## src/hw/rtl/tmms_pkg.sv

```systemverilog
// Shared constants and types for the thermistor min/max summary frame block.
package tmms_pkg;

	localparam int CELL_COUNT      = 72;
	localparam int MODULE_COUNT    = 6;
	localparam int HALF_OFFSET     = CELL_COUNT / MODULE_COUNT / 2;
	localparam int TEMPS_PER_FRAME = 6;

	localparam int CELL_IDX_W = $clog2(CELL_COUNT);
	localparam int ADDR_SUM_W = CELL_IDX_W + 1;
	localparam int TEMP_SEL_W = $clog2(TEMPS_PER_FRAME);

	localparam int ID_W     = 29;
	localparam int TEMP_W   = 8;
	localparam int BYTE_W   = 8;
	localparam int APB_DW   = 32;
	localparam int APB_AW   = 4;

	localparam logic [BYTE_W-1:0] ENABLED_COUNT = BYTE_W'(CELL_COUNT - 1);
	localparam logic [BYTE_W-1:0] CHECK_BIAS    = BYTE_W'(57 + 8);
	localparam logic [ID_W-1:0]   FIRST_ID_RST  = ID_W'(0);
	localparam logic [ID_W-1:0]   SECOND_ID_RST = ID_W'(1);

	typedef enum logic [1:0] {
		REG_MODULE_NUMBER = 2'd0,
		REG_FIRST_ID      = 2'd1,
		REG_SECOND_ID     = 2'd2
	} reg_idx_t;

	typedef struct packed {
		logic [BYTE_W-1:0] module_number;
		logic [ID_W-1:0]   first_half_frame_id;
		logic [ID_W-1:0]   second_half_frame_id;
	} cfg_t;

	typedef struct packed {
		logic                  load;
		logic                  wr_en;
		logic                  rd_en;
		logic                  first;
		logic                  finish;
		logic [CELL_IDX_W-1:0] idx;
	} cmd_t;

	typedef struct packed {
		logic mode;
		logic hit_first;
		logic hit_second;
		logic out_busy;
	} status_t;

endpackage

```

## src/hw/rtl/tmms_if.sv

```systemverilog
// Valid/ready channel interfaces for frame/request items and summary results.
interface tmms_item_if;
	logic                             valid;
	logic                             ready;
	logic                             mode;
	logic [tmms_pkg::ID_W-1:0]        frame_id;
	logic signed [tmms_pkg::TEMP_W-1:0] temp_a;
	logic signed [tmms_pkg::TEMP_W-1:0] temp_b;
	logic signed [tmms_pkg::TEMP_W-1:0] temp_c;
	logic signed [tmms_pkg::TEMP_W-1:0] temp_d;
	logic signed [tmms_pkg::TEMP_W-1:0] temp_e;
	logic signed [tmms_pkg::TEMP_W-1:0] temp_f;

	modport source (output valid, mode, frame_id, temp_a, temp_b, temp_c, temp_d, temp_e,
		temp_f, input ready);
	modport sink (input valid, mode, frame_id, temp_a, temp_b, temp_c, temp_d, temp_e,
		temp_f, output ready);
endinterface

interface tmms_result_if;
	logic                               valid;
	logic                               ready;
	logic [tmms_pkg::BYTE_W-1:0]        module_byte;
	logic signed [tmms_pkg::TEMP_W-1:0] lowest_temp;
	logic signed [tmms_pkg::TEMP_W-1:0] highest_temp;
	logic signed [tmms_pkg::TEMP_W-1:0] average_temp;
	logic [tmms_pkg::BYTE_W-1:0]        enabled_count;
	logic [tmms_pkg::BYTE_W-1:0]        highest_index;
	logic [tmms_pkg::BYTE_W-1:0]        lowest_index;
	logic [tmms_pkg::BYTE_W-1:0]        frame_checksum;

	modport source (output valid, module_byte, lowest_temp, highest_temp, average_temp,
		enabled_count, highest_index, lowest_index, frame_checksum, input ready);
	modport sink (input valid, module_byte, lowest_temp, highest_temp, average_temp,
		enabled_count, highest_index, lowest_index, frame_checksum, output ready);
endinterface

```

## src/hw/rtl/tmms_regs.sv

```systemverilog
// APB configuration registers: module number and the two frame identifiers.
module tmms_regs (
	input  logic                          clk,
	input  logic                          arst_n,
	input  logic                          psel,
	input  logic                          penable,
	input  logic                          pwrite,
	input  logic [tmms_pkg::APB_AW-1:0]   paddr,
	input  logic [tmms_pkg::APB_DW-1:0]   pwdata,
	output logic [tmms_pkg::APB_DW-1:0]   prdata,
	output logic                          pready,
	output tmms_pkg::cfg_t                cfg
);

	tmms_pkg::cfg_t     cfg_q;
	tmms_pkg::reg_idx_t reg_idx;
	logic               wr_en;

	assign pready  = 1'b1;
	assign reg_idx = tmms_pkg::reg_idx_t'(paddr[3:2]);
	assign wr_en   = psel & penable & pwrite;
	assign cfg     = cfg_q;

	always_ff @(posedge clk or negedge arst_n) begin
		if (!arst_n) begin
			cfg_q.module_number        <= '0;
			cfg_q.first_half_frame_id  <= tmms_pkg::FIRST_ID_RST;
			cfg_q.second_half_frame_id <= tmms_pkg::SECOND_ID_RST;
		end else if (wr_en) begin
			unique case (reg_idx)
				tmms_pkg::REG_MODULE_NUMBER:
					cfg_q.module_number <= pwdata[tmms_pkg::BYTE_W-1:0];
				tmms_pkg::REG_FIRST_ID:
					cfg_q.first_half_frame_id <= pwdata[tmms_pkg::ID_W-1:0];
				tmms_pkg::REG_SECOND_ID:
					cfg_q.second_half_frame_id <= pwdata[tmms_pkg::ID_W-1:0];
				default: ;
			endcase
		end
	end

	always_comb begin
		unique case (reg_idx)
			tmms_pkg::REG_MODULE_NUMBER:
				prdata = tmms_pkg::APB_DW'(cfg_q.module_number);
			tmms_pkg::REG_FIRST_ID:
				prdata = tmms_pkg::APB_DW'(cfg_q.first_half_frame_id);
			tmms_pkg::REG_SECOND_ID:
				prdata = tmms_pkg::APB_DW'(cfg_q.second_half_frame_id);
			default:
				prdata = '0;
		endcase
	end

endmodule

```

## src/hw/rtl/tmms_ctrl.sv

```systemverilog
// Controller: sequences frame writes and the summary scan over the cell store.
module tmms_ctrl (
	input  logic               clk,
	input  logic               arst_n,
	input  logic               item_valid,
	output logic               item_ready,
	input  tmms_pkg::status_t  status,
	output tmms_pkg::cmd_t     cmd
);

	typedef enum logic [2:0] {
		ST_IDLE,
		ST_LOAD,
		ST_WRITE,
		ST_SCAN,
		ST_DRAIN,
		ST_FINISH
	} state_t;

	state_t                          state_q;
	logic [tmms_pkg::CELL_IDX_W-1:0] cnt_q;
	logic                            last_wr;
	logic                            last_rd;

	assign last_wr = cnt_q == tmms_pkg::CELL_IDX_W'(tmms_pkg::TEMPS_PER_FRAME - 1);
	assign last_rd = cnt_q == tmms_pkg::CELL_IDX_W'(tmms_pkg::CELL_COUNT - 1);

	assign item_ready = state_q == ST_IDLE;

	always_comb begin
		cmd        = '0;
		cmd.idx    = cnt_q;
		cmd.load   = item_ready & item_valid;
		cmd.wr_en  = state_q == ST_WRITE;
		cmd.rd_en  = state_q == ST_SCAN;
		cmd.first  = (state_q == ST_SCAN) && (cnt_q == '0);
		cmd.finish = (state_q == ST_FINISH) && !status.out_busy;
	end

	always_ff @(posedge clk or negedge arst_n) begin
		if (!arst_n) begin
			state_q <= ST_IDLE;
			cnt_q   <= '0;
		end else begin
			unique case (state_q)
				ST_IDLE: begin
					cnt_q <= '0;
					if (item_valid) begin
						state_q <= ST_LOAD;
					end
				end
				ST_LOAD: begin
					if (status.mode) begin
						state_q <= ST_SCAN;
					end else if (status.hit_first || status.hit_second) begin
						state_q <= ST_WRITE;
					end else begin
						state_q <= ST_IDLE;
					end
				end
				ST_WRITE: begin
					if (last_wr) begin
						state_q <= ST_IDLE;
					end else begin
						cnt_q <= cnt_q + 1'b1;
					end
				end
				ST_SCAN: begin
					if (last_rd) begin
						state_q <= ST_DRAIN;
					end else begin
						cnt_q <= cnt_q + 1'b1;
					end
				end
				ST_DRAIN: begin
					state_q <= ST_FINISH;
				end
				ST_FINISH: begin
					if (!status.out_busy) begin
						state_q <= ST_IDLE;
					end
				end
				default: begin
					state_q <= ST_IDLE;
				end
			endcase
		end
	end

endmodule

```

## src/hw/rtl/tmms_dpath.sv

```systemverilog
// Datapath: item latch, cell store, min/max scan and summary output register.
module tmms_dpath (
	input  logic                       clk,
	input  logic                       arst_n,
	input  tmms_pkg::cfg_t             cfg,
	input  tmms_pkg::cmd_t             cmd,
	output tmms_pkg::status_t          status,
	tmms_item_if.sink                  item,
	tmms_result_if.source              result
);

	localparam int CW = tmms_pkg::CELL_IDX_W;
	localparam int TW = tmms_pkg::TEMP_W;
	localparam int BW = tmms_pkg::BYTE_W;

	// item latch
	logic                       mode_q;
	logic [tmms_pkg::ID_W-1:0]  id_q;
	logic signed [TW-1:0]       temps_q [tmms_pkg::TEMPS_PER_FRAME];

	// cell store, entries not yet written read as zero
	logic [TW-1:0]              cell_mem [tmms_pkg::CELL_COUNT];
	logic [tmms_pkg::CELL_COUNT-1:0] cell_vld_q;

	logic                       hit_first;
	logic                       hit_second;
	logic [tmms_pkg::ADDR_SUM_W-1:0] wr_sum;
	logic [CW-1:0]              wr_addr;
	logic                       wr_ok;
	logic signed [TW-1:0]       wr_data;

	// scan stage
	logic                       rd_s1;
	logic                       first_s1;
	logic [CW-1:0]              idx_s1;
	logic [TW-1:0]              rdata_s1;
	logic                       vbit_s1;
	logic signed [TW-1:0]       cur_t;

	logic signed [TW-1:0]       lo_q;
	logic signed [TW-1:0]       hi_q;
	logic [CW-1:0]              lo_idx_q;
	logic [CW-1:0]              hi_idx_q;

	logic [TW:0]                pair_sum;
	logic [TW:0]                pair_adj;
	logic signed [TW-1:0]       avg;
	logic [BW-1:0]              lo_idx_b;
	logic [BW-1:0]              hi_idx_b;
	logic [BW-1:0]              checksum;

	logic                       out_valid_q;
	logic [BW-1:0]              module_byte_q;
	logic signed [TW-1:0]       lowest_q;
	logic signed [TW-1:0]       highest_q;
	logic signed [TW-1:0]       average_q;
	logic [BW-1:0]              highest_index_q;
	logic [BW-1:0]              lowest_index_q;
	logic [BW-1:0]              checksum_q;

	assign item.ready = cmd.load | ~item.valid ? cmd.load : 1'b0;

	always_ff @(posedge clk) begin
		if (cmd.load) begin
			mode_q     <= item.mode;
			id_q       <= item.frame_id;
			temps_q[0] <= item.temp_a;
			temps_q[1] <= item.temp_b;
			temps_q[2] <= item.temp_c;
			temps_q[3] <= item.temp_d;
			temps_q[4] <= item.temp_e;
			temps_q[5] <= item.temp_f;
		end
	end

	assign hit_first  = id_q == cfg.first_half_frame_id;
	assign hit_second = id_q == cfg.second_half_frame_id;

	assign status.mode       = mode_q;
	assign status.hit_first  = hit_first;
	assign status.hit_second = hit_second;
	assign status.out_busy   = out_valid_q;

	// frame write: one temperature per cycle, first identifier wins
	assign wr_sum  = (hit_first ? '0 : tmms_pkg::ADDR_SUM_W'(tmms_pkg::HALF_OFFSET))
		+ tmms_pkg::ADDR_SUM_W'(cmd.idx);
	assign wr_addr = wr_sum[CW-1:0];
	assign wr_ok   = cmd.wr_en && (wr_sum < tmms_pkg::ADDR_SUM_W'(tmms_pkg::CELL_COUNT));
	assign wr_data = temps_q[cmd.idx[tmms_pkg::TEMP_SEL_W-1:0]];

	always_ff @(posedge clk) begin
		if (wr_ok) begin
			cell_mem[wr_addr] <= wr_data;
		end
		if (cmd.rd_en) begin
			rdata_s1 <= cell_mem[cmd.idx];
		end
	end

	always_ff @(posedge clk or negedge arst_n) begin
		if (!arst_n) begin
			cell_vld_q <= '0;
			rd_s1      <= 1'b0;
			first_s1   <= 1'b0;
			idx_s1     <= '0;
			vbit_s1    <= 1'b0;
		end else begin
			if (wr_ok) begin
				cell_vld_q[wr_addr] <= 1'b1;
			end
			rd_s1    <= cmd.rd_en;
			first_s1 <= cmd.first;
			idx_s1   <= cmd.idx;
			vbit_s1  <= cell_vld_q[cmd.idx];
		end
	end

	assign cur_t = vbit_s1 ? $signed(rdata_s1) : '0;

	// running min/max, strict compares keep the first index
	always_ff @(posedge clk) begin
		if (rd_s1) begin
			if (first_s1) begin
				lo_q     <= cur_t;
				hi_q     <= cur_t;
				lo_idx_q <= idx_s1;
				hi_idx_q <= idx_s1;
			end else begin
				if (cur_t < lo_q) begin
					lo_q     <= cur_t;
					lo_idx_q <= idx_s1;
				end
				if (cur_t > hi_q) begin
					hi_q     <= cur_t;
					hi_idx_q <= idx_s1;
				end
			end
		end
	end

	// (lo + hi) / 2 rounded toward zero
	assign pair_sum = {lo_q[TW-1], lo_q} + {hi_q[TW-1], hi_q};
	assign pair_adj = pair_sum + {{TW{1'b0}}, pair_sum[TW]};
	assign avg      = $signed(pair_adj[TW:1]);
	assign lo_idx_b = BW'(lo_idx_q);
	assign hi_idx_b = BW'(hi_idx_q);
	assign checksum = cfg.module_number + lo_q + hi_q + avg + tmms_pkg::ENABLED_COUNT
		+ hi_idx_b + lo_idx_b + tmms_pkg::CHECK_BIAS;

	always_ff @(posedge clk) begin
		if (cmd.finish) begin
			module_byte_q   <= cfg.module_number;
			lowest_q        <= lo_q;
			highest_q       <= hi_q;
			average_q       <= avg;
			highest_index_q <= hi_idx_b;
			lowest_index_q  <= lo_idx_b;
			checksum_q      <= checksum;
		end
	end

	always_ff @(posedge clk or negedge arst_n) begin
		if (!arst_n) begin
			out_valid_q <= 1'b0;
		end else if (cmd.finish) begin
			out_valid_q <= 1'b1;
		end else if (result.ready) begin
			out_valid_q <= 1'b0;
		end
	end

	assign result.valid          = out_valid_q;
	assign result.module_byte    = module_byte_q;
	assign result.lowest_temp    = lowest_q;
	assign result.highest_temp   = highest_q;
	assign result.average_temp   = average_q;
	assign result.enabled_count  = tmms_pkg::ENABLED_COUNT;
	assign result.highest_index  = highest_index_q;
	assign result.lowest_index   = lowest_index_q;
	assign result.frame_checksum = checksum_q;

	a_finish_sets_valid: assert property (@(posedge clk) disable iff (!arst_n)
		cmd.finish |=> out_valid_q)
		else $error("summary not presented after finish");

	a_finish_when_free: assert property (@(posedge clk) disable iff (!arst_n)
		cmd.finish |-> !out_valid_q)
		else $error("summary overwritten before transaction completed");

	a_no_write_in_scan: assert property (@(posedge clk) disable iff (!arst_n)
		!(cmd.wr_en && cmd.rd_en))
		else $error("cell store written during scan");

	a_low_not_above_high: assert property (@(posedge clk) disable iff (!arst_n)
		out_valid_q |-> (lowest_q <= highest_q) && (lowest_q <= average_q)
			&& (average_q <= highest_q))
		else $error("summary min/avg/max out of order");

endmodule

```

## src/hw/rtl/thermistor_min_max_summary_frame.sv

```systemverilog
// Top level of the thermistor min/max summary frame block.
// Keeps 72 signed 8-bit cell temperatures (zero after reset). A frame item (mode 0) whose
// identifier equals first_half_frame_id writes its six temperatures at cells 0..5, else one
// equal to second_half_frame_id writes them from cell CELL_COUNT/MODULE_COUNT/2; others are
// dropped. A frame passes through the load state and, when it matches, makes one store write
// per cycle. A send request (mode 1) reads the store one cell per cycle through its single
// read port; the summary lands in the output register in the finish state, after the scan and
// drain states, and the next item can be taken in the following cycle, even while the summary
// still waits on the result channel; a following request holds its summary until the
// previous one has been taken.
// Registers at byte addresses 0 (module number), 4 (first id), 8 (second id).
module thermistor_min_max_summary_frame (
	input  logic                           clk,
	input  logic                           arst_n,
	tmms_item_if.sink                      item,
	tmms_result_if.source                  result,
	input  logic                           psel,
	input  logic                           penable,
	input  logic                           pwrite,
	input  logic [tmms_pkg::APB_AW-1:0]    paddr,
	input  logic [tmms_pkg::APB_DW-1:0]    pwdata,
	output logic [tmms_pkg::APB_DW-1:0]    prdata,
	output logic                           pready
);

	tmms_pkg::cfg_t    cfg;
	tmms_pkg::cmd_t    cmd;
	tmms_pkg::status_t status;
	logic              item_ready;

	tmms_regs u_regs (
		.clk     (clk),
		.arst_n  (arst_n),
		.psel    (psel),
		.penable (penable),
		.pwrite  (pwrite),
		.paddr   (paddr),
		.pwdata  (pwdata),
		.prdata  (prdata),
		.pready  (pready),
		.cfg     (cfg)
	);

	tmms_ctrl u_ctrl (
		.clk        (clk),
		.arst_n     (arst_n),
		.item_valid (item.valid),
		.item_ready (item_ready),
		.status     (status),
		.cmd        (cmd)
	);

	tmms_dpath u_dpath (
		.clk    (clk),
		.arst_n (arst_n),
		.cfg    (cfg),
		.cmd    (cmd),
		.status (status),
		.item   (item),
		.result (result)
	);

	a_ready_matches_ctrl: assert property (@(posedge clk) disable iff (!arst_n)
		item.ready == (item_ready & item.valid) || !item.valid)
		else $error("item ready disagrees with controller");

endmodule
```

## src/flat_wrapper.sv

```systemverilog
// flat-port wrapper written by rule: the top's interface ports become plain ports
module thermistor_min_max_summary_frame_flat 
  (clk, arst_n, psel, penable, pwrite, paddr, pwdata, prdata, pready, item_valid, item_mode, item_frame_id, item_temp_a, item_temp_b, item_temp_c, item_temp_d, item_temp_e, item_temp_f, item_ready, result_valid, result_module_byte, result_lowest_temp, result_highest_temp, result_average_temp, result_enabled_count, result_highest_index, result_lowest_index, result_frame_checksum, result_ready);
  tmms_item_if item_i ();
  tmms_result_if result_i ();
  input  logic clk;
  input  logic arst_n;
  input  logic psel;
  input  logic penable;
  input  logic pwrite;
  input  logic [tmms_pkg::APB_AW-1:0] paddr;
  input  logic [tmms_pkg::APB_DW-1:0] pwdata;
  output logic [tmms_pkg::APB_DW-1:0] prdata;
  output logic pready;
  input wire logic [$bits(item_i.valid)-1:0] item_valid;
  input wire logic [$bits(item_i.mode)-1:0] item_mode;
  input wire logic [$bits(item_i.frame_id)-1:0] item_frame_id;
  input wire logic [$bits(item_i.temp_a)-1:0] item_temp_a;
  input wire logic [$bits(item_i.temp_b)-1:0] item_temp_b;
  input wire logic [$bits(item_i.temp_c)-1:0] item_temp_c;
  input wire logic [$bits(item_i.temp_d)-1:0] item_temp_d;
  input wire logic [$bits(item_i.temp_e)-1:0] item_temp_e;
  input wire logic [$bits(item_i.temp_f)-1:0] item_temp_f;
  output wire logic [$bits(item_i.ready)-1:0] item_ready;
  output wire logic [$bits(result_i.valid)-1:0] result_valid;
  output wire logic [$bits(result_i.module_byte)-1:0] result_module_byte;
  output wire logic [$bits(result_i.lowest_temp)-1:0] result_lowest_temp;
  output wire logic [$bits(result_i.highest_temp)-1:0] result_highest_temp;
  output wire logic [$bits(result_i.average_temp)-1:0] result_average_temp;
  output wire logic [$bits(result_i.enabled_count)-1:0] result_enabled_count;
  output wire logic [$bits(result_i.highest_index)-1:0] result_highest_index;
  output wire logic [$bits(result_i.lowest_index)-1:0] result_lowest_index;
  output wire logic [$bits(result_i.frame_checksum)-1:0] result_frame_checksum;
  input wire logic [$bits(result_i.ready)-1:0] result_ready;
  assign item_i.valid = item_valid;
  assign item_i.mode = item_mode;
  assign item_i.frame_id = item_frame_id;
  assign item_i.temp_a = item_temp_a;
  assign item_i.temp_b = item_temp_b;
  assign item_i.temp_c = item_temp_c;
  assign item_i.temp_d = item_temp_d;
  assign item_i.temp_e = item_temp_e;
  assign item_i.temp_f = item_temp_f;
  assign item_ready = item_i.ready;
  assign result_valid = result_i.valid;
  assign result_module_byte = result_i.module_byte;
  assign result_lowest_temp = result_i.lowest_temp;
  assign result_highest_temp = result_i.highest_temp;
  assign result_average_temp = result_i.average_temp;
  assign result_enabled_count = result_i.enabled_count;
  assign result_highest_index = result_i.highest_index;
  assign result_lowest_index = result_i.lowest_index;
  assign result_frame_checksum = result_i.frame_checksum;
  assign result_i.ready = result_ready;
  thermistor_min_max_summary_frame u_core (.clk(clk), .arst_n(arst_n), .item(item_i), .result(result_i), .psel(psel), .penable(penable), .pwrite(pwrite), .paddr(paddr), .pwdata(pwdata), .prdata(prdata), .pready(pready));
endmodule
```

## config.mk

```make
export PLATFORM = sky130hd
export DESIGN_NAME = thermistor_min_max_summary_frame_flat
export DESIGN_NICKNAME = d
export VERILOG_FILES = /design/src/hw/rtl/tmms_pkg.sv /design/src/hw/rtl/tmms_if.sv /design/src/hw/rtl/tmms_regs.sv /design/src/hw/rtl/tmms_ctrl.sv /design/src/hw/rtl/tmms_dpath.sv /design/src/hw/rtl/thermistor_min_max_summary_frame.sv /design/src/flat_wrapper.sv
export SDC_FILE = /design/constraint.sdc
export NUM_CORES = 1
export LEC_CHECK = 0
export BUFFER_PORTS_ARGS = -buffer_cell sky130_fd_sc_hd__buf_2
export CAP_MARGIN = 20
export CORE_MARGIN = 4
export CORE_UTILIZATION = 65
export CTS_CLUSTER_SIZE = 28
export DETAILED_ROUTE_END_ITERATION = 10
export GPL_ROUTABILITY_DRIVEN = 0
export PLACE_DENSITY = 0.92
export SLEW_MARGIN = 0
export SYNTH_ARGS = -nofsm -noshare
export SYNTH_HDL_FRONTEND = slang
export SYNTH_SLANG_ARGS = --single-unit
```

## constraint.sdc

```tcl
create_clock -name clk -period 17.3 [get_ports clk]
set_input_delay 0 -clock clk [delete_from_list [all_inputs] [get_ports clk]]
set_output_delay 0 -clock clk [all_outputs]
set_load 0.01 [all_outputs]
```

# Word level (Yosys, flattened, before mapping)
# Memory sizes are Yosys's and may differ from the RTL's. A register that Yosys moved wholly into a read port is not among the register bits.
# Cells that the tools add are included.
dict set report word_totals {
  reg_bits 273
  ram_bits 624
  in_bits 121
  word_cells 118
  mem_count 2
}
# name words word_bits read_ports rd_clocked_by_memory_dff write_ports line_no
set memory_table {}
lappend memory_table {u_core.u_dpath.cell_mem 72 8 1 1 1 tmms_dpath.sv:22} ;# logic [TW-1:0] cell_mem [tmms_pkg::CELL_COUNT];
lappend memory_table {u_core.u_dpath.temps_q 6 8 1 0 6 tmms_dpath.sv:19} ;# logic signed [TW-1:0] temps_q [tmms_pkg::TEMPS_PER_FRAME];
dict set report classes {
  add_sub_neg 11
  magnitude_cmp 6
  n_eq_ne 17
  n_mux 32
  bitwise_logic 6
  reduce_logical 20
}
# operator n
set op_table {}
lappend op_table {{29-bit case mux with 3 select lines} 1}
lappend op_table {{72-bit OR} 1}
lappend op_table {{29-bit == test} 2}
lappend op_table {{7-bit two-way mux} 6}
lappend op_table {{8-bit two-way mux} 5}
lappend op_table {{8-bit adder} 3}
lappend op_table {{7-bit case mux with 3 select lines} 1}
lappend op_table {{3-bit case mux with 6 select lines} 1}
lappend op_table {{8-bit by 7-bit adder with 8-bit output} 2}
lappend op_table {{8-bit by 7-bit adder with 8-bit output, second input constant} 2}
lappend op_table {{7-bit by 8-bit less-than comparator with 1-bit output, second input constant} 2}
lappend op_table {{3-bit two-way mux} 5}
lappend op_table {{2-bit AND reduction} 5}
lappend op_table {{8-bit by 8-bit adder with 9-bit output} 1}
lappend op_table {{9-bit by 1-bit adder with 9-bit output} 1}
lappend op_table {{1-bit two-way mux} 9}
lappend op_table {{3-bit by 7-bit adder with 8-bit output} 1}
lappend op_table {{8-bit > comparator} 1}
lappend op_table {{8-bit by 7-bit less-than comparator with 1-bit output, second input constant} 1}
lappend op_table {{8-bit less-than comparator} 1}
lappend op_table {{2-bit inequality test, second input constant} 4}
lappend op_table {{7-bit by 1-bit adder with 7-bit output, second input constant} 1}
lappend op_table {{1-bit binary-select mux with 7-bit select} 1}
lappend op_table {{1-bit demux with 7-bit select} 1}
lappend op_table {{23 further kinds} 34}

# Logic depth before layout (Yosys ltp)
dict set report depth {
  word_depth 8
  mapped_depth 24
  depth_no_buf 24
}

# Hierarchy
# From an unflattened synthesis, not the netlist that was laid out.
dict set report unflattened {
  hier_cells 1995
  area_unflattened_um2 37507.2
}
# mod n_inst cells_per_inst area_each_um2
set by_module_without_submodules {}
lappend by_module_without_submodules {tmms_dpath 1 1714 33880.0}
lappend by_module_without_submodules {tmms_regs 1 202 2929.1}
lappend by_module_without_submodules {tmms_ctrl 1 79 698.2}

# Worst setup path before layout
# OpenSTA, ideal clock, no wires.
dict set report synth_timing {
  path_type {reg-to-reg}
  from {register u_core.u_ctrl.state_q[0]}
  to {register u_core.u_dpath.average_q[0] (netlist: u_core.u_dpath.result.average_temp[0]) (enable)}
  arrival_ns 5.967
  required_ns 16.697
  slack_ns 10.731
  stages_incl_launch_ff 4
  cell_sequence {dfrtp_1 > clkbuf_1 > inv_1 > nor4_1}
}
# element line_no
set synth_lines {}
lappend synth_lines {{start, declared} tmms_ctrl.sv:20} ;# state_t state_q;
lappend synth_lines {{start signal, assigned} tmms_ctrl.sv:42} ;# state_q <= ST_IDLE;
lappend synth_lines {{start signal, assigned} tmms_ctrl.sv:49} ;# state_q <= ST_LOAD;
lappend synth_lines {{start signal, assigned} tmms_ctrl.sv:54} ;# state_q <= ST_SCAN;
lappend synth_lines {{end signal, assigned} tmms_dpath.sv:155} ;# average_q <= avg;
lappend synth_lines {{end, declared} tmms_dpath.sv:56} ;# logic signed [TW-1:0] average_q;

# Final worst setup path
dict set report layout_timing {
  from {register u_core.u_dpath.lo_q[0]}
  to {register u_core.u_dpath.checksum_q[7] (netlist: u_core.u_dpath.result.frame_checksum[7]) (data pin)}
}
dict set report layout_via {
  elab_chain_cells 7
  word_cells_on_any_way 9
  classes_between {add/sub (9)}
}
# element line_no
set layout_lines {}
lappend layout_lines {{start, declared} tmms_dpath.sv:40} ;# logic signed [TW-1:0] lo_q;
lappend layout_lines {{start signal, assigned} tmms_dpath.sv:124} ;# lo_q <= cur_t;
lappend layout_lines {{start signal, assigned} tmms_dpath.sv:130} ;# lo_q <= cur_t;
lappend layout_lines {{8-bit by 8-bit adder with 9-bit output} tmms_dpath.sv:142} ;# assign pair_sum = {lo_q[TW-1], lo_q} + {hi_q[TW-1], hi_q};
lappend layout_lines {{9-bit by 1-bit adder with 9-bit output} tmms_dpath.sv:143} ;# assign pair_adj = pair_sum + {{TW{1'b0}}, pair_sum[TW]};
lappend layout_lines {{named net u_core.u_dpath.pair_adj[4]} tmms_dpath.sv:46} ;# logic [TW:0] pair_adj;
lappend layout_lines {{8-bit adder} tmms_dpath.sv:147} ;# assign checksum = cfg.module_number + lo_q + hi_q + avg + tmms_pkg::ENABLED_COUNT
lappend layout_lines {{8-bit by 7-bit adder with 8-bit output} tmms_dpath.sv:147}
lappend layout_lines {{8-bit by 7-bit adder with 8-bit output (3 in series)} tmms_dpath.sv:148} ;# + hi_idx_b + lo_idx_b + tmms_pkg::CHECK_BIAS;
lappend layout_lines {{named net u_core.u_dpath.checksum[7]} tmms_dpath.sv:50} ;# logic [BW-1:0] checksum;
lappend layout_lines {{end signal, assigned} tmms_dpath.sv:158} ;# checksum_q <= checksum;
lappend layout_lines {{end, declared} tmms_dpath.sv:59} ;# logic [BW-1:0] checksum_q;
# The timed path passes the listed nets, and every way through them passes these cells.
# A chain may end at the register's enable or synchronous reset.

==> results.json <==
{
  "ys_seq_area_share_pct": 70.9,
  "fillers": 2662,
  "timing.final.hold_violations": 0,
  "crit_family": "adder cells",
  "first_pass_iters": 6,
  "maxSlewHeadroom_pct": 21.5,
  "synthCells": 1997,
  "drive_gt1_share_pct": 27.7,
  "wirelength_per_cell_um": 32.0,
  "worstRegToRegCells": 23,
  "setup_viol": 0,
  "finalCriticalPeriod_ns": 6.22,
  "design_area_mm2": 0.0430,
  "die-area_mm2": 0.0611,
  "finalSetupTns_ns": 0,
  "synth_largest_area_cell": "sky130_fd_sc_hd__edfxtp_1",
  "placed_wire_length_estimate_um": 51400,
  "cap_viol_max_count": 0,
  "detail-route-antenna-nets": 0,
  "crit_fanout": 4,
  "fin_skew_ns": 0.0382,
  "cts.hold.buffers_added": 110,
  "via_count_of_the_first_global_routing_pass": 22600,
  "route.detailed.vias_per_inst": 6.89,
  "clkTransAtPathRegs_ns": 0.07,
  "min-delay-path-class": "input port to async pin",
  "power_density_mw_per_mm2": 178,
  "r2r-start": "u_core.u_dpath.lo_q[0]",
  "timing.critical_path.cells": "ha_1 -> inv_1 -> fa_1 -> nand2b_1 -> a21oi_1 -> o21ai_0 -> nand2_1 -> inv_1 -> ha_1 -> nand2_1 -> xnor2_1 -> fa_1 -> inv_1 -> fa_1 -> inv_1 -> fa_1 -> fa_1 -> ha_1 -> fa_1 -> a21o_1 -> a21oi_1 -> xnor2_1 -> xnor2_1",
  "drc": 0,
  "power.ir.vdd_worst_uv": 197,
  "grt_start_max_net_pins": 102,
  "synth_area_per_cell_um2": 18.6,
  "async_flop_share_pct": 17.6,
  "critPathKind": "flop to flop",
  "start_util_pct": 65.8,
  "die_extent_in_y_um": 247,
  "rsz0062_at_grt": "no",
  "floorplan.io_pins": 220,
  "netlist_area_mm2": 0.0372,
  "clock_path_buffers": 3,
  "postPlaceCellArea_mm2": 0.0389,
  "finalWirelength_um": 101000,
  "clock_sinks": 905,
  "timing.critical_path.to_type": "flop",
  "final_max_slew_viol_count": 0,
  "cts_repair_resized_insts": 0,
  "groute.usage.overall_pct": 33.3,
  "run_status": "finished clean",
  "io_buffer_count": 200,
  "synthDominantCellAreaShare_pct": 60.2,
  "area_growth_pct": 15.5,
  "slowest_stage": "sky130_fd_sc_hd__fa_1",
  "count_of_cell_types_in_the_netlist": 58,
  "rrSetupSlack_ns": 11.08,
  "max_stage_delay_ns": 0.56,
  "core.rowCount": 87,
  "post-route-worst-setup-slack_ns": 11.08,
  "synth_top_flop_cell": "sky130_fd_sc_hd__edfxtp_1",
  "leakage_nw": 15.6,
  "cpMostUsedCell": "sky130_fd_sc_hd__fa_1",
  "critPathRequiredTime_ns": 17.68,
  "wire_length_of_the_first_global_routing_pass_um": 148000,
  "netlist_top_cells_area": "sky130_fd_sc_hd__edfxtp_1, sky130_fd_sc_hd__mux4_2, sky130_fd_sc_hd__dfrtp_1",
  "synth_edf_count": 746,
  "tightest_slew_ns": 1.17,
  "postCtsSetupRepairBufs": 0,
  "cts_root_buffer": "sky130_fd_sc_hd__clkbuf_16",
  "achievable-frequency_mhz": 161,
  "cts-buffers-inserted": 86,
  "drt_iter0_markers": 3225,
  "synth_warn": 0,
  "clock_tree.htree_level_count": 3,
  "dr_total_vias": 21800,
  "core-area_mm2": 0.0565,
  "clock_tree_from_tritoncts": "built",
  "grt-ovfl-total": 0,
  "antenna_found_initial": 4,
  "cp.arrival_ns": 6.60,
  "endpoint_of_the_worst_slack_reg_to_reg_timing_path": "u_core.u_dpath.result.frame_checksum[7]",
  "num-nets-final": 2520,
  "die_w_um": 247,
  "clock_insertion_delay_worst_skew_ns": 0.68,
  "ys_seq_elements": 905,
  "dp_worst_setup_slack_ns": 11.30,
  "worstSetupStartpointType": "flop",
  "final.hold.worst_slack_ns": 0.0182,
  "worstPathBufferInverterCount": 4,
  "utilization_pct": 76.0,
  "period_share_pct": 35.9
}
==> worst reg2reg max path: cells and delay by family (launching register included) <==
family                   cells  cell delay (ns)
AO/OA/AOI/OAI                4             0.89
XOR/XNOR                     3             0.44
adder cells (fa/ha/maj)      9             3.38
buffers and inverters        4             0.34
flip-flops                   1             0.50
AND/OR/NAND/NOR              3             0.40
==> where the power goes <==
group	leakage [nW]	total (mW)	switching (mW)	internal (mW)
logic	5.44	2.57	1.56	1.02
registers	8.78	3.14	0.194	2.95
clock network	1.36	1.92	0.846	1.08
total	15.6	7.64	2.60	5.04
==> kinds of logic (layout without fill, tap and decap cells) <==
kind of cell | count (synthesis) | after routing | synth area share, %
adder cells (fa/ha/maj) | 68 | 68 | 2.87
buffers and inverters | 185 | 578 | 2.31
flip-flops | 905 | 905 | 70.9
other | 2 | 18 | 0.0202
XOR/XNOR | 89 | 89 | 2.10
AND/OR/NAND/NOR | 278 | 278 | 3.65
multiplexers | 305 | 305 | 15.1
AO/OA/AOI/OAI | 165 | 165 | 3.08
==> worst max path at each step <==
stage / end / slack [ns] / start / cells after the start
final: u_core.u_dpath.result.frame_checksum[7] / 11.08 / u_core.u_dpath.lo_q[0] / 23
after global routing: u_core.u_dpath.result.frame_checksum[7] / 10.84 / u_core.u_dpath.lo_q[0] / 23
after CTS: u_core.u_dpath.result.frame_checksum[7] / 11.24 / u_core.u_dpath.lo_q[0] / 23
after detailed placement: u_core.u_dpath.result.frame_checksum[7] / 11.30 / u_core.u_dpath.lo_q[0] / 23
after global placement: u_core.u_dpath.result.frame_checksum[7] / 11.44 / u_core.u_dpath.hi_q[0] / 23
after floorplan: u_core.u_dpath.result.average_temp[0] / 10.73 / u_core.u_ctrl.state_q[0] / 3
==> routing by layer <==
metal  GRT usage, %  vias up  share of wire (%)
li1               -     8425                  -
met1           40.9    10900                 32
met2           55.5     1938                 50
met3           7.86      508                 10
met4           17.9        2                7.0
met5              0        -              0.017
==> synthesized netlist by cell type (all sizes together), types with 2 or more instances <==
cell,count
a211oi,11
a21o,6
a21oi,14
a22o,22
a22oi,17
a31oi,3
and2,9
and3,3
buf,62
clkbuf,42
conb,2
dfrtp,158
edfxtp,746
fa,29
ha,39
inv,81
mux2,66
mux2i,42
mux4,197
nand2,48
nand2b,5
nand3,17
nand4,12
nand4b,2
nor2,98
nor2b,7
nor3,10
nor3b,5
nor4,14
o211ai,2
o21a,5
o21ai,32
o21bai,32
o22ai,10
o31ai,2
or2,40
or3,5
xnor2,36
xor2,53
==> metrics by stage <==
step | instances | power, mW
2_1_floorplan | 2009 | 4.84
3_3_place_gp | 2884 | 5.36
4_1_cts | 3153 | 7.49
3_5_place_dp | 2884 | 5.56
5_1_grt | 3160 | 7.92
6_report | 3162 | 7.64
==> sequential cells by signal, indices dropped and copies added (netlist names), 7 cells and up <==
| signal | flops |
|---|---|
| u_core.u_dpath.cell_mem | 576 |
| u_core.u_dpath.cell_vld_q | 72 |
| u_core.u_regs.cfg | 66 |
| u_core.u_dpath.temps_q | 48 |
| u_core.u_dpath.id_q | 29 |
| u_core.u_dpath.hi_q | 8 |
| u_core.u_dpath.lo_q | 8 |
| u_core.u_dpath.rdata_s1 | 8 |
| u_core.u_dpath.result.average_temp | 8 |
| u_core.u_dpath.result.frame_checksum | 8 |
| u_core.u_dpath.result.highest_temp | 8 |
| u_core.u_dpath.result.lowest_temp | 8 |
| u_core.u_dpath.result.module_byte | 8 |
| u_core.u_ctrl.cnt_q | 7 |
| u_core.u_dpath.hi_idx_q | 7 |
| u_core.u_dpath.idx_s1 | 7 |
| u_core.u_dpath.lo_idx_q | 7 |
| u_core.u_dpath.result.highest_index | 7 |
| u_core.u_dpath.result.lowest_index | 7 |
==> cell usage in the layout (no fill, tap or decap), types with 22 or more instances in the layout <==
| cell | count |
|---|---|
| sky130_fd_sc_hd__o21bai_1 | 32 |
| sky130_fd_sc_hd__inv_1 | 80 |
| sky130_fd_sc_hd__a22o_1 | 22 |
| sky130_fd_sc_hd__ha_1 | 39 |
| sky130_fd_sc_hd__nand2_1 | 48 |
| sky130_fd_sc_hd__dlygate4sd3_1 | 110 |
| sky130_fd_sc_hd__mux4_2 | 197 |
| sky130_fd_sc_hd__edfxtp_1 | 746 |
| sky130_fd_sc_hd__or2_2 | 36 |
| sky130_fd_sc_hd__mux2_2 | 66 |
| sky130_fd_sc_hd__o21ai_0 | 23 |
| sky130_fd_sc_hd__clkbuf_1 | 30 |
| sky130_fd_sc_hd__fa_1 | 29 |
| sky130_fd_sc_hd__buf_4 | 22 |
| sky130_fd_sc_hd__buf_2 | 199 |
| sky130_fd_sc_hd__nor2_1 | 98 |
| sky130_fd_sc_hd__clkbuf_16 | 91 |
| sky130_fd_sc_hd__dfrtp_1 | 156 |
| sky130_fd_sc_hd__xor2_1 | 53 |
| sky130_fd_sc_hd__xnor2_1 | 36 |
| sky130_fd_sc_hd__mux2i_1 | 42 |
==> final cells by class <==
type	count	area, um2	share of cell area, %
antenna	4	10.0	0.0233
tap	756	946	2.20
timing repair buffer	338	2400	5.58
sequential	905	26400	61.4
inverter	81	307	0.714
multi-input combinational	919	10100	23.5
clock inverter	30	295	0.687
clock buffer	129	2500	5.82
Power figures use the tool's default switching activity.
